File: config.mk
export PLATFORM = sky130hd
export DESIGN_NAME = calendar_time_normalizer_top
export DESIGN_NICKNAME = d
export VERILOG_FILES = /design/src/hw/rtl/ctn_pkg.sv /design/src/hw/rtl/ctn_div.sv /design/src/hw/rtl/calendar_time_normalizer_top.sv
export SDC_FILE = /design/constraint.sdc
export NUM_CORES = 2
export LEC_CHECK = 0
export ABC_CLOCK_PERIOD_IN_PS = 5890
export BUFFER_PORTS_ARGS = -buffer_cell sky130_fd_sc_hd__buf_4
export CAP_MARGIN = 15
export CORE_ASPECT_RATIO = 1.75
export CORE_MARGIN = 8
export CORE_UTILIZATION = 40
export DETAILED_ROUTE_END_ITERATION = 8
export GPL_ROUTABILITY_DRIVEN = 0
export GPL_TIMING_DRIVEN = 0
export PLACE_DENSITY = 0.67
export SLEW_MARGIN = 25
export SYNTH_ARGS = -nofsm -noshare
export SYNTH_HDL_FRONTEND = slang
export SYNTH_SLANG_ARGS = --single-unit
File: constraint.sdc
create_clock -name clk -period 5.89 [get_ports clk]
set_input_delay 0.589 -clock clk [delete_from_list [all_inputs] [get_ports clk]]
set_output_delay 0.589 -clock clk [all_outputs]
set_load 0.005 [all_outputs]
File: src/hw/rtl/ctn_pkg.sv
package ctn_pkg;

    localparam int DIV_W   = 18;
    localparam int DVS_W   = 9;
    localparam int MAG_W   = DIV_W - 1;
    localparam int RCP_W   = 18;
    localparam int SFT_W   = 5;
    localparam int PROD_W  = MAG_W + RCP_W;
    localparam int QD_W    = MAG_W + DVS_W;

    localparam logic [DVS_W-1:0] SEC_PER_MIN  = 9'd60;
    localparam logic [DVS_W-1:0] MIN_PER_HOUR = 9'd60;
    localparam logic [DVS_W-1:0] HOUR_PER_DAY = 9'd24;
    localparam logic [DVS_W-1:0] MON_PER_YEAR = 9'd12;
    localparam logic [DVS_W-1:0] CYCLE_400    = 9'd400;
    localparam logic [DVS_W-1:0] CYCLE_100    = 9'd100;
    localparam logic [DVS_W-1:0] DAYS_PER_WK  = 9'd7;

    // ceil(2^shift / divisor), exact for magnitudes below 2^MAG_W
    localparam logic [RCP_W-1:0] RCP_WK  = 18'd149797;
    localparam logic [SFT_W-1:0] SFT_WK  = 5'd20;
    localparam logic [RCP_W-1:0] RCP_MON = 18'd174763;
    localparam logic [SFT_W-1:0] SFT_MON = 5'd21;
    localparam logic [RCP_W-1:0] RCP_DAY = 18'd174763;
    localparam logic [SFT_W-1:0] SFT_DAY = 5'd22;
    localparam logic [RCP_W-1:0] RCP_MIN = 18'd139811;
    localparam logic [SFT_W-1:0] SFT_MIN = 5'd23;
    localparam logic [RCP_W-1:0] RCP_100 = 18'd167773;
    localparam logic [SFT_W-1:0] SFT_100 = 5'd24;
    localparam logic [RCP_W-1:0] RCP_400 = 18'd167773;
    localparam logic [SFT_W-1:0] SFT_400 = 5'd26;

    localparam logic [8:0] R400_LAST = 9'd399;
    localparam logic [3:0] MON_LAST  = 4'd11;

    typedef enum logic [3:0] {
        ST_IDLE,
        ST_SEC,
        ST_MIN,
        ST_HOUR,
        ST_MON,
        ST_Y400,
        ST_BORROW,
        ST_CARRY,
        ST_CHECK,
        ST_C100,
        ST_C400,
        ST_WDAY,
        ST_OUT
    } ctn_state_t;

    typedef struct packed {
        logic                    start;
        logic signed [DIV_W-1:0] dividend;
        logic [DVS_W-1:0]        divisor;
    } div_req_t;

    typedef struct packed {
        logic                    done;
        logic signed [DIV_W-1:0] quot;
        logic [DVS_W-1:0]        rem;
    } div_rsp_t;

    function automatic logic is_leap(input logic [8:0] r400);
        logic century;
        century = (r400 == 9'd100) || (r400 == 9'd200) || (r400 == 9'd300);
        return (r400[1:0] == 2'b00) && !century;
    endfunction

    function automatic logic [4:0] month_len(input logic leap, input logic [3:0] mon);
        logic [4:0] len;
        case (mon)
            4'd0, 4'd2, 4'd4, 4'd6, 4'd7, 4'd9, 4'd11: len = 5'd31;
            4'd3, 4'd5, 4'd8, 4'd10:                   len = 5'd30;
            4'd1:                                      len = leap ? 5'd29 : 5'd28;
            default:                                   len = 5'd31;
        endcase
        return len;
    endfunction

    function automatic logic [8:0] month_start(input logic leap, input logic [3:0] mon);
        logic [8:0] base;
        case (mon)
            4'd0:    base = 9'd0;
            4'd1:    base = 9'd31;
            4'd2:    base = 9'd59;
            4'd3:    base = 9'd90;
            4'd4:    base = 9'd120;
            4'd5:    base = 9'd151;
            4'd6:    base = 9'd181;
            4'd7:    base = 9'd212;
            4'd8:    base = 9'd243;
            4'd9:    base = 9'd273;
            4'd10:   base = 9'd304;
            4'd11:   base = 9'd334;
            default: base = 9'd0;
        endcase
        if (leap && (mon >= 4'd2) && (mon <= MON_LAST))
        begin
            base = base + 9'd1;
        end
        return base;
    endfunction

endpackage

File: src/hw/rtl/ctn_div.sv
module ctn_div (
    input  logic              clk,
    input  logic              rst_n,
    input  ctn_pkg::div_req_t req,
    output ctn_pkg::div_rsp_t rsp
);

    logic [2:0]                    stg_reg, stg_next;
    logic                          done_reg, done_next;
    logic                          neg_reg, neg_next;
    logic [ctn_pkg::DVS_W-1:0]     dvs_reg, dvs_next;
    logic [ctn_pkg::MAG_W-1:0]     mag_reg, mag_next;
    logic [ctn_pkg::RCP_W-1:0]     rcp_reg, rcp_next;
    logic [ctn_pkg::SFT_W-1:0]     sft_reg, sft_next;
    logic [ctn_pkg::PROD_W-1:0]    prod_reg, prod_next;
    logic [ctn_pkg::MAG_W-1:0]     quo_reg, quo_next;
    logic [ctn_pkg::DVS_W-1:0]     rem_reg, rem_next;
    logic [ctn_pkg::RCP_W-1:0]     rcp;
    logic [ctn_pkg::SFT_W-1:0]     sft;
    logic [ctn_pkg::QD_W-1:0]      qd;

    always_ff @(posedge clk or negedge rst_n)
    begin
        if (!rst_n)
        begin
            stg_reg  <= '0;
            done_reg <= 1'b0;
        end
        else
        begin
            stg_reg  <= stg_next;
            done_reg <= done_next;
        end
    end

    always_ff @(posedge clk)
    begin
        neg_reg  <= neg_next;
        dvs_reg  <= dvs_next;
        mag_reg  <= mag_next;
        rcp_reg  <= rcp_next;
        sft_reg  <= sft_next;
        prod_reg <= prod_next;
        quo_reg  <= quo_next;
        rem_reg  <= rem_next;
    end

    always_comb
    begin
        unique case (req.divisor)
            ctn_pkg::DAYS_PER_WK:
            begin
                rcp = ctn_pkg::RCP_WK;
                sft = ctn_pkg::SFT_WK;
            end
            ctn_pkg::MON_PER_YEAR:
            begin
                rcp = ctn_pkg::RCP_MON;
                sft = ctn_pkg::SFT_MON;
            end
            ctn_pkg::HOUR_PER_DAY:
            begin
                rcp = ctn_pkg::RCP_DAY;
                sft = ctn_pkg::SFT_DAY;
            end
            ctn_pkg::SEC_PER_MIN:
            begin
                rcp = ctn_pkg::RCP_MIN;
                sft = ctn_pkg::SFT_MIN;
            end
            ctn_pkg::CYCLE_100:
            begin
                rcp = ctn_pkg::RCP_100;
                sft = ctn_pkg::SFT_100;
            end
            ctn_pkg::CYCLE_400:
            begin
                rcp = ctn_pkg::RCP_400;
                sft = ctn_pkg::SFT_400;
            end
            default:
            begin
                rcp = '0;
                sft = '0;
            end
        endcase
        qd        = {{ctn_pkg::DVS_W{1'b0}}, quo_reg} * {{ctn_pkg::MAG_W{1'b0}}, dvs_reg};
        stg_next  = {stg_reg[1:0], req.start};
        done_next = stg_reg[2];
        neg_next  = neg_reg;
        dvs_next  = dvs_reg;
        mag_next  = mag_reg;
        rcp_next  = rcp_reg;
        sft_next  = sft_reg;
        prod_next = prod_reg;
        quo_next  = quo_reg;
        rem_next  = rem_reg;
        if (req.start)
        begin
            // floor division of a negative value: divide ~a, then flip back
            neg_next = req.dividend[ctn_pkg::DIV_W-1];
            dvs_next = req.divisor;
            mag_next = req.dividend[ctn_pkg::DIV_W-1] ? ~req.dividend[ctn_pkg::MAG_W-1:0]
                                                      : req.dividend[ctn_pkg::MAG_W-1:0];
            rcp_next = rcp;
            sft_next = sft;
        end
        if (stg_reg[0])
        begin
            prod_next = {{ctn_pkg::RCP_W{1'b0}}, mag_reg} * {{ctn_pkg::MAG_W{1'b0}}, rcp_reg};
        end
        if (stg_reg[1])
        begin
            quo_next = ctn_pkg::MAG_W'(prod_reg >> sft_reg);
        end
        if (stg_reg[2])
        begin
            rem_next = ctn_pkg::DVS_W'({{ctn_pkg::DVS_W{1'b0}}, mag_reg} - qd);
        end
    end

    always_comb
    begin
        rsp.done = done_reg;
        rsp.quot = neg_reg ? $signed(~{1'b0, quo_reg}) : $signed({1'b0, quo_reg});
        rsp.rem  = neg_reg ? ctn_pkg::DVS_W'(dvs_reg - 1'b1 - rem_reg) : rem_reg;
    end

endmodule

File: src/hw/rtl/calendar_time_normalizer_top.sv
// Five floor divisions, a month-by-month day fold, then three more floor divisions, all
// eight on one shared reciprocal divider; the last three are skipped when the year is out
// of range. A new transaction is accepted only after the last result is loaded into the
// output registers; in_ready is high only while idle.
// Reset: asynchronous, active low; clears the sequencer and out_valid.
module calendar_time_normalizer_top #(
    parameter int MAX_YEAR_OFFSET = 4095,
    parameter int BASE_YEAR       = 1900
) (
    input  logic               clk,
    input  logic               rst_n,
    input  logic               in_valid,
    output logic               in_ready,
    input  logic signed [15:0] second_in,
    input  logic signed [15:0] minute_in,
    input  logic signed [15:0] hour_in,
    input  logic signed [15:0] day_in,
    input  logic signed [15:0] month_in,
    input  logic signed [12:0] year_in,
    output logic               out_valid,
    input  logic               out_ready,
    output logic [5:0]         second_out,
    output logic [5:0]         minute_out,
    output logic [4:0]         hour_out,
    output logic [4:0]         day_out,
    output logic [3:0]         month_out,
    output logic [11:0]        year_out,
    output logic [8:0]         day_of_year,
    output logic [2:0]         weekday,
    output logic               out_of_range
);

    localparam int W = ctn_pkg::DIV_W;
    localparam logic signed [W-1:0] MAX_S  = W'(MAX_YEAR_OFFSET);
    localparam logic signed [W-1:0] BASE_S = W'(BASE_YEAR);

    ctn_pkg::ctn_state_t state_reg, state_next;
    logic                issued_reg, issued_next;
    logic                out_valid_reg, out_valid_next;
    logic                oor_reg, oor_next;

    logic signed [15:0]  sec_reg, sec_next;
    logic signed [15:0]  mon_reg, mon_next;
    logic signed [W-1:0] min_reg, min_next;
    logic signed [W-1:0] hour_reg, hour_next;
    logic signed [W-1:0] mday_reg, mday_next;
    logic signed [W-1:0] year_reg, year_next;
    logic signed [W-1:0] am1_reg, am1_next;
    logic [8:0]          r400_reg, r400_next;
    logic [8:0]          yday_reg, yday_next;
    logic [7:0]          q100_reg, q100_next;
    logic [7:0]          q400_reg, q400_next;
    logic [2:0]          wday_reg, wday_next;

    logic [5:0]  second_reg, second_next;
    logic [5:0]  minute_reg, minute_next;
    logic [4:0]  hour_o_reg, hour_o_next;
    logic [4:0]  day_o_reg, day_o_next;
    logic [3:0]  month_o_reg, month_o_next;
    logic [11:0] year_o_reg, year_o_next;
    logic [8:0]  doy_reg, doy_next;
    logic [2:0]  wd_o_reg, wd_o_next;
    logic        oor_o_reg, oor_o_next;

    ctn_pkg::div_req_t div_req;
    ctn_pkg::div_rsp_t div_rsp;
    logic              div_state;
    logic              div_fire;

    logic [3:0]          mon_idx;
    logic [3:0]          mon_b;
    logic [8:0]          r400_b;
    logic [8:0]          r400_c;
    logic [4:0]          len_b;
    logic [4:0]          len_c;
    logic                leap_now;
    logic signed [W-1:0] wk_sum;

    ctn_div u_div (
        .clk   (clk),
        .rst_n (rst_n),
        .req   (div_req),
        .rsp   (div_rsp)
    );

    always_ff @(posedge clk or negedge rst_n)
    begin
        if (!rst_n)
        begin
            state_reg     <= ctn_pkg::ST_IDLE;
            issued_reg    <= 1'b0;
            out_valid_reg <= 1'b0;
        end
        else
        begin
            state_reg     <= state_next;
            issued_reg    <= issued_next;
            out_valid_reg <= out_valid_next;
        end
    end

    always_ff @(posedge clk)
    begin
        oor_reg     <= oor_next;
        sec_reg     <= sec_next;
        mon_reg     <= mon_next;
        min_reg     <= min_next;
        hour_reg    <= hour_next;
        mday_reg    <= mday_next;
        year_reg    <= year_next;
        am1_reg     <= am1_next;
        r400_reg    <= r400_next;
        yday_reg    <= yday_next;
        q100_reg    <= q100_next;
        q400_reg    <= q400_next;
        wday_reg    <= wday_next;
        second_reg  <= second_next;
        minute_reg  <= minute_next;
        hour_o_reg  <= hour_o_next;
        day_o_reg   <= day_o_next;
        month_o_reg <= month_o_next;
        year_o_reg  <= year_o_next;
        doy_reg     <= doy_next;
        wd_o_reg    <= wd_o_next;
        oor_o_reg   <= oor_o_next;
    end

    always_comb
    begin
        mon_idx  = mon_reg[3:0];
        leap_now = ctn_pkg::is_leap(r400_reg);
        mon_b    = (mon_idx == 4'd0) ? ctn_pkg::MON_LAST : mon_idx - 4'd1;
        r400_b   = r400_reg;
        if (mon_idx == 4'd0)
        begin
            r400_b = (r400_reg == 9'd0) ? ctn_pkg::R400_LAST : r400_reg - 9'd1;
        end
        r400_c = (r400_reg == ctn_pkg::R400_LAST) ? 9'd0 : r400_reg + 9'd1;
        len_b  = ctn_pkg::month_len(ctn_pkg::is_leap(r400_b), mon_b);
        len_c  = ctn_pkg::month_len(leap_now, mon_idx);
        wk_sum = am1_reg + W'(1) + (am1_reg >>> 2) - $signed({10'b0, q100_reg})
                 + $signed({10'b0, q400_reg}) + $signed({9'b0, yday_reg});
    end

    always_comb
    begin
        state_next     = state_reg;
        issued_next    = issued_reg;
        out_valid_next = out_valid_reg && !out_ready;
        oor_next       = oor_reg;
        sec_next       = sec_reg;
        mon_next       = mon_reg;
        min_next       = min_reg;
        hour_next      = hour_reg;
        mday_next      = mday_reg;
        year_next      = year_reg;
        am1_next       = am1_reg;
        r400_next      = r400_reg;
        yday_next      = yday_reg;
        q100_next      = q100_reg;
        q400_next      = q400_reg;
        wday_next      = wday_reg;
        second_next    = second_reg;
        minute_next    = minute_reg;
        hour_o_next    = hour_o_reg;
        day_o_next     = day_o_reg;
        month_o_next   = month_o_reg;
        year_o_next    = year_o_reg;
        doy_next       = doy_reg;
        wd_o_next      = wd_o_reg;
        oor_o_next     = oor_o_reg;
        div_req        = '0;
        div_state      = 1'b0;
        div_fire       = issued_reg && div_rsp.done;
        in_ready       = 1'b0;

        unique case (state_reg)
            ctn_pkg::ST_IDLE:
            begin
                in_ready = 1'b1;
                if (in_valid)
                begin
                    sec_next   = second_in;
                    mon_next   = month_in;
                    min_next   = {{(W-16){minute_in[15]}}, minute_in};
                    hour_next  = {{(W-16){hour_in[15]}}, hour_in};
                    mday_next  = {{(W-16){day_in[15]}}, day_in};
                    year_next  = {{(W-13){year_in[12]}}, year_in};
                    oor_next   = 1'b0;
                    state_next = ctn_pkg::ST_SEC;
                end
            end
            ctn_pkg::ST_SEC:
            begin
                div_state        = 1'b1;
                div_req.dividend = {{(W-16){sec_reg[15]}}, sec_reg};
                div_req.divisor  = ctn_pkg::SEC_PER_MIN;
                if (div_fire)
                begin
                    sec_next   = {7'b0, div_rsp.rem};
                    min_next   = min_reg + div_rsp.quot;
                    state_next = ctn_pkg::ST_MIN;
                end
            end
            ctn_pkg::ST_MIN:
            begin
                div_state        = 1'b1;
                div_req.dividend = min_reg;
                div_req.divisor  = ctn_pkg::MIN_PER_HOUR;
                if (div_fire)
                begin
                    min_next   = {{(W-ctn_pkg::DVS_W){1'b0}}, div_rsp.rem};
                    hour_next  = hour_reg + div_rsp.quot;
                    state_next = ctn_pkg::ST_HOUR;
                end
            end
            ctn_pkg::ST_HOUR:
            begin
                div_state        = 1'b1;
                div_req.dividend = hour_reg;
                div_req.divisor  = ctn_pkg::HOUR_PER_DAY;
                if (div_fire)
                begin
                    hour_next  = {{(W-ctn_pkg::DVS_W){1'b0}}, div_rsp.rem};
                    mday_next  = mday_reg + div_rsp.quot;
                    state_next = ctn_pkg::ST_MON;
                end
            end
            ctn_pkg::ST_MON:
            begin
                div_state        = 1'b1;
                div_req.dividend = {{(W-16){mon_reg[15]}}, mon_reg};
                div_req.divisor  = ctn_pkg::MON_PER_YEAR;
                if (div_fire)
                begin
                    mon_next   = {7'b0, div_rsp.rem};
                    year_next  = year_reg + div_rsp.quot;
                    state_next = ctn_pkg::ST_Y400;
                end
            end
            ctn_pkg::ST_Y400:
            begin
                div_state        = 1'b1;
                div_req.dividend = year_reg + BASE_S;
                div_req.divisor  = ctn_pkg::CYCLE_400;
                if (div_fire)
                begin
                    r400_next  = div_rsp.rem;
                    state_next = ctn_pkg::ST_BORROW;
                end
            end
            ctn_pkg::ST_BORROW:
            begin
                if (mday_reg < W'(1))
                begin
                    mon_next  = {12'b0, mon_b};
                    r400_next = r400_b;
                    mday_next = mday_reg + $signed({{(W-5){1'b0}}, len_b});
                    if (mon_idx == 4'd0)
                    begin
                        year_next = year_reg - W'(1);
                    end
                end
                else
                begin
                    state_next = ctn_pkg::ST_CARRY;
                end
            end
            ctn_pkg::ST_CARRY:
            begin
                if (mday_reg > $signed({{(W-5){1'b0}}, len_c}))
                begin
                    mday_next = mday_reg - $signed({{(W-5){1'b0}}, len_c});
                    if (mon_idx == ctn_pkg::MON_LAST)
                    begin
                        mon_next  = '0;
                        year_next = year_reg + W'(1);
                        r400_next = r400_c;
                    end
                    else
                    begin
                        mon_next = {12'b0, mon_idx + 4'd1};
                    end
                end
                else
                begin
                    state_next = ctn_pkg::ST_CHECK;
                end
            end
            ctn_pkg::ST_CHECK:
            begin
                if (year_reg < W'(0) || year_reg > MAX_S)
                begin
                    oor_next   = 1'b1;
                    state_next = ctn_pkg::ST_OUT;
                end
                else
                begin
                    yday_next  = ctn_pkg::month_start(leap_now, mon_idx) + mday_reg[8:0] - 9'd1;
                    am1_next   = year_reg + BASE_S - W'(1);
                    state_next = ctn_pkg::ST_C100;
                end
            end
            ctn_pkg::ST_C100:
            begin
                div_state        = 1'b1;
                div_req.dividend = am1_reg;
                div_req.divisor  = ctn_pkg::CYCLE_100;
                if (div_fire)
                begin
                    q100_next  = div_rsp.quot[7:0];
                    state_next = ctn_pkg::ST_C400;
                end
            end
            ctn_pkg::ST_C400:
            begin
                div_state        = 1'b1;
                div_req.dividend = am1_reg;
                div_req.divisor  = ctn_pkg::CYCLE_400;
                if (div_fire)
                begin
                    q400_next  = div_rsp.quot[7:0];
                    state_next = ctn_pkg::ST_WDAY;
                end
            end
            ctn_pkg::ST_WDAY:
            begin
                div_state        = 1'b1;
                div_req.dividend = wk_sum;
                div_req.divisor  = ctn_pkg::DAYS_PER_WK;
                if (div_fire)
                begin
                    wday_next  = div_rsp.rem[2:0];
                    state_next = ctn_pkg::ST_OUT;
                end
            end
            ctn_pkg::ST_OUT:
            begin
                if (!out_valid_reg || out_ready)
                begin
                    out_valid_next = 1'b1;
                    oor_o_next     = oor_reg;
                    if (oor_reg)
                    begin
                        second_next  = '0;
                        minute_next  = '0;
                        hour_o_next  = '0;
                        day_o_next   = '0;
                        month_o_next = '0;
                        year_o_next  = '0;
                        doy_next     = '0;
                        wd_o_next    = '0;
                    end
                    else
                    begin
                        second_next  = sec_reg[5:0];
                        minute_next  = min_reg[5:0];
                        hour_o_next  = hour_reg[4:0];
                        day_o_next   = mday_reg[4:0];
                        month_o_next = mon_idx;
                        year_o_next  = year_reg[11:0];
                        doy_next     = yday_reg;
                        wd_o_next    = wday_reg;
                    end
                    state_next = ctn_pkg::ST_IDLE;
                end
            end
            default:
            begin
                state_next = ctn_pkg::ST_IDLE;
            end
        endcase

        // issue the division once, then wait for its done pulse
        if (div_state)
        begin
            if (!issued_reg)
            begin
                div_req.start = 1'b1;
                issued_next   = 1'b1;
            end
            else if (div_rsp.done)
            begin
                issued_next = 1'b0;
            end
        end
    end

    assign out_valid    = out_valid_reg;
    assign second_out   = second_reg;
    assign minute_out   = minute_reg;
    assign hour_out     = hour_o_reg;
    assign day_out      = day_o_reg;
    assign month_out    = month_o_reg;
    assign year_out     = year_o_reg;
    assign day_of_year  = doy_reg;
    assign weekday      = wd_o_reg;
    assign out_of_range = oor_o_reg;

endmodule

==> flow_summary.toml <==
[die]
die_x_um = 233
dieArea_um2 = 92000
coreArea_um2 = 81700
start_util_pct = 40.2
fp.dieH_um = 395
io_pins = 150
rows = 139

[worst_setup_path]
start_kind = "register"
crit_type = "register to register"
cp.arrival_ns = 6.97
required_ns = 6.24
timing.rr.start = "u_div.rcp_reg[13]"
setup.worst_path.start = "u_div.rcp_reg[13]"
endpoint_kind = "register"
critPathMaxFanout = 10

[timing]
finalCriticalPeriod_ns = 6.62
clock_skew_ns = 0.0263
hold_violations = 0
timing.final.crit_share_pct = 112
layout_setup_ws_ns = -0.735
rsz0062_at_grt = "true"
tightest_slew_ns = 1.29
finalMaxSlewViolations = 0
setup-violations-final = 15
whs_ns = 0.244
slew_headroom_pct = 13.5
fmax_ghz = 0.151

[clocking]
cts_root_buf = "clkbuf_16"
clock-sinks = 331
cts_max_level = 1
cts.clk_slew.worst_paths_ns = 0.08
clock_latency_ns = 0.62
cts_tree = "yes"
cts_inserted_buffers = 30
clockBufferDepth = 3

[route]
drtAntennaViolNets = 0
dr.pass1.iters = 9
via_count = 27300
drt_iter0_markers = 2182
wl_per_cell_um = 25.0
drc = 24
wirelength_um = 120000
via_per_inst = 5.67

[global_route]
antenna_found_initial = 6
globalRouteOverflowTotal = 0
track_usage_pct = 25.7
grt_max_degree = 37
grt_pass1_wl_um = 175000
grt_pass1_vias = 27900

[power_and_ir_drop]
seqPwrFrac_pct = 23.9
p_int_w = 0.00895
clkPwrFrac_pct = 12.6
p_switching_w = 0.00794
p_sw_share_pct = 47.0
finalPower_w = 0.0169
power_frac_comb_pct = 63.5
powerDensity_nw_per_um2 = 441
cellLeakagePower_nw = 16.8
ir_drop_mv = 0.493

[synthesis]
synth_top_area_share_pct = 28.5
ys_types = 89
synth_top_flop_cell = "edfxtp_1"
syn_inst = 3444
ys_ff_latch = 331
synthTopCellsByArea = "edfxtp_1, fa_1, ha_1"
ys_warn_count = 0
syn_area_per_cell_um2 = 9.55
ys_seq_area_share_pct = 29.8
syn_area_um2 = 32900
synth_edf_count = 312
synth_fp_nets = 4108
async_reset_ff_share_pct = 3.02
synth_area_leader_cell = "edfxtp_1"

[final_layout]
seqCellArea_um2 = 9800
instances_no_fill = 4806
utilization_pct = 46.8
largest_reg_flops = 35
drive_gt1_share_pct = 14.6
fin_area_um2 = 38300
fillers = 7591
syn_to_final_growth_pct = 16.3
multiInputGateArea_um2 = 21400
nets = 4388

[min_path]
hp-class = "input pin to register"
min_from = "second_in[7]"

[place]
placed_cells = 4662
dp.final_hpwl_um = 95800
placed_cell_area_um2 = 35800
port_buffers = 149

[run_status]
outcome = "finished with violations"
violations = "design-rule violations, negative setup slack"

[flow_run]
maxCapViolCount = 0
==> power groups by stage <==
stage	logic, W	registers, W	clock network (W)
detailed placement	0.00926	0.00406	0
global route	0.0115	0.00405	0.00220
floorplan	0.00634	0.00375	0
finish	0.0107	0.00404	0.00213
global placement	0.00905	0.00407	0
CTS	0.0101	0.00398	0.00213
==> synth_stat cells, types with 9 or more instances <==
cell        n
xnor2_1   138
o21bai_1    9
and2_1    139
a21oi_1   171
nand2_1   312
inv_1     525
o31ai_1    11
a211oi_1   28
and3_1     19
edfxtp_1  312
nand4_1    11
a221o_1     9
ha_1      307
dfrtp_1    10
mux2_2     11
or2_2      14
a31oi_1    21
o21a_1     22
nor3_1     47
o22ai_1    23
buf_1      16
mux2i_1    45
nor2_1    183
nand2b_1   26
clkbuf_1  114
a21o_1     37
nor2b_1    68
o21ai_0   176
xor2_1     89
nand3_1    57
o221ai_1   10
a22oi_1    46
dfxtp_1     9
fa_1      260
a221oi_1   12
or3_1      14
==> repair_timing <==
| item | 4_1_cts | 5_1_grt |
|---|---|---|
| hold buffers | 1 | 0 |
| endpoints found under the hold margin | 10 | 0 |
| setup buffers | 67 | 34 |
| gates resized for setup | 107 | 110 |
| gates cloned | 1 | 1 |
| pin swaps | 60 | 67 |
| endpoints found under the setup margin | 30 | 76 |
==> worst paths after layout <==
kind                                      end  slack, ns  cells after the start
setup / recovery           u_div.prod_reg[34]      -0.73                     24
hold / removal                     sec_reg[7]       0.24                      3
setup reg to reg           u_div.prod_reg[34]      -0.73                     24
hold reg to reg                    weekday[0]       0.54                      1
max in group asynchronous    u_div.stg_reg[0]       5.31                      2
min in group asynchronous           out_valid       0.37                      2
==> logic make-up after synthesis <==
| kind of cell | count (synthesis) | share of synthesized area (%) |
|---|---|---|
| muxes | 69 | 2.57 |
| adders and majority gates | 568 | 27.5 |
| xor gates and xnor gates | 227 | 6.05 |
| DFF | 331 | 29.8 |
| and+or+nand+nor | 923 | 13.6 |
| AOI/OAI and AO/OA | 666 | 12.9 |
| buffers and inverters | 660 | 7.58 |
==> cell type report <==
type                    instances  area share (%)
diodes                          2          0.0131
plain buffers                 127            1.68
clock buffers                  33            2.05
clock inverters                22           0.634
inverters                     527            5.19
multi-input cells            2453            55.9
flip-flops and latches        331            25.6
well taps                    1057            3.46
repair buffers                254            5.44
==> placed cells by master (no fill, tap or decap), types with 44 or more instances in the layout <==
cell	count
buf_4	229
nand2_1	291
mux2i_1	44
ha_1	294
and2_1	127
xor2_1	82
a21oi_1	159
edfxtp_1	312
nor2b_1	67
nor2_1	179
xnor2_1	135
fa_1	232
o21ai_0	162
inv_1	495
nand3_1	53
a22oi_1	45
clkbuf_1	93
==> critical path: stages, from the launching register on <==
cell,delay (ns)
edfxtp_1,0.45
buf_4,0.23
nand2_1,0.11
fa_1,0.52
inv_2,0.05
fa_1,0.54
inv_2,0.04
fa_1,0.58
inv_2,0.06
fa_2,0.45
fa_1,0.52
inv_2,0.04
fa_2,0.66
inv_2,0.08
ha_4,0.28
o21ai_2,0.05
a22oi_2,0.21
nand2_2,0.09
a21oi_2,0.15
nand4_1,0.16
a311oi_2,0.31
o21a_1,0.19
o21a_1,0.18
nor4_2,0.06
a311o_1,0.31
==> layer usage <==
layer / GRT usage, % / vias to the layer above / routed length (µm)
met4: 27.1 / 2 / 16100
met5: 0 / - / 20
met3: 3.97 / 547 / 8040
li1: - / 12300 / -
met2: 45.1 / 1379 / 59800
met1: 24.2 / 13100 / 36200
==> stage by stage <==
step                worst slack [ns]  TNS, ns
floorplan                    -0.0199  -0.0199
global placement               -1.41   -95.20
detailed placement             -1.36   -14.94
CTS                           -0.780    -4.09
global route                  -0.829    -6.56
finish                        -0.735    -4.42
(Power assumes the default switching activity.)
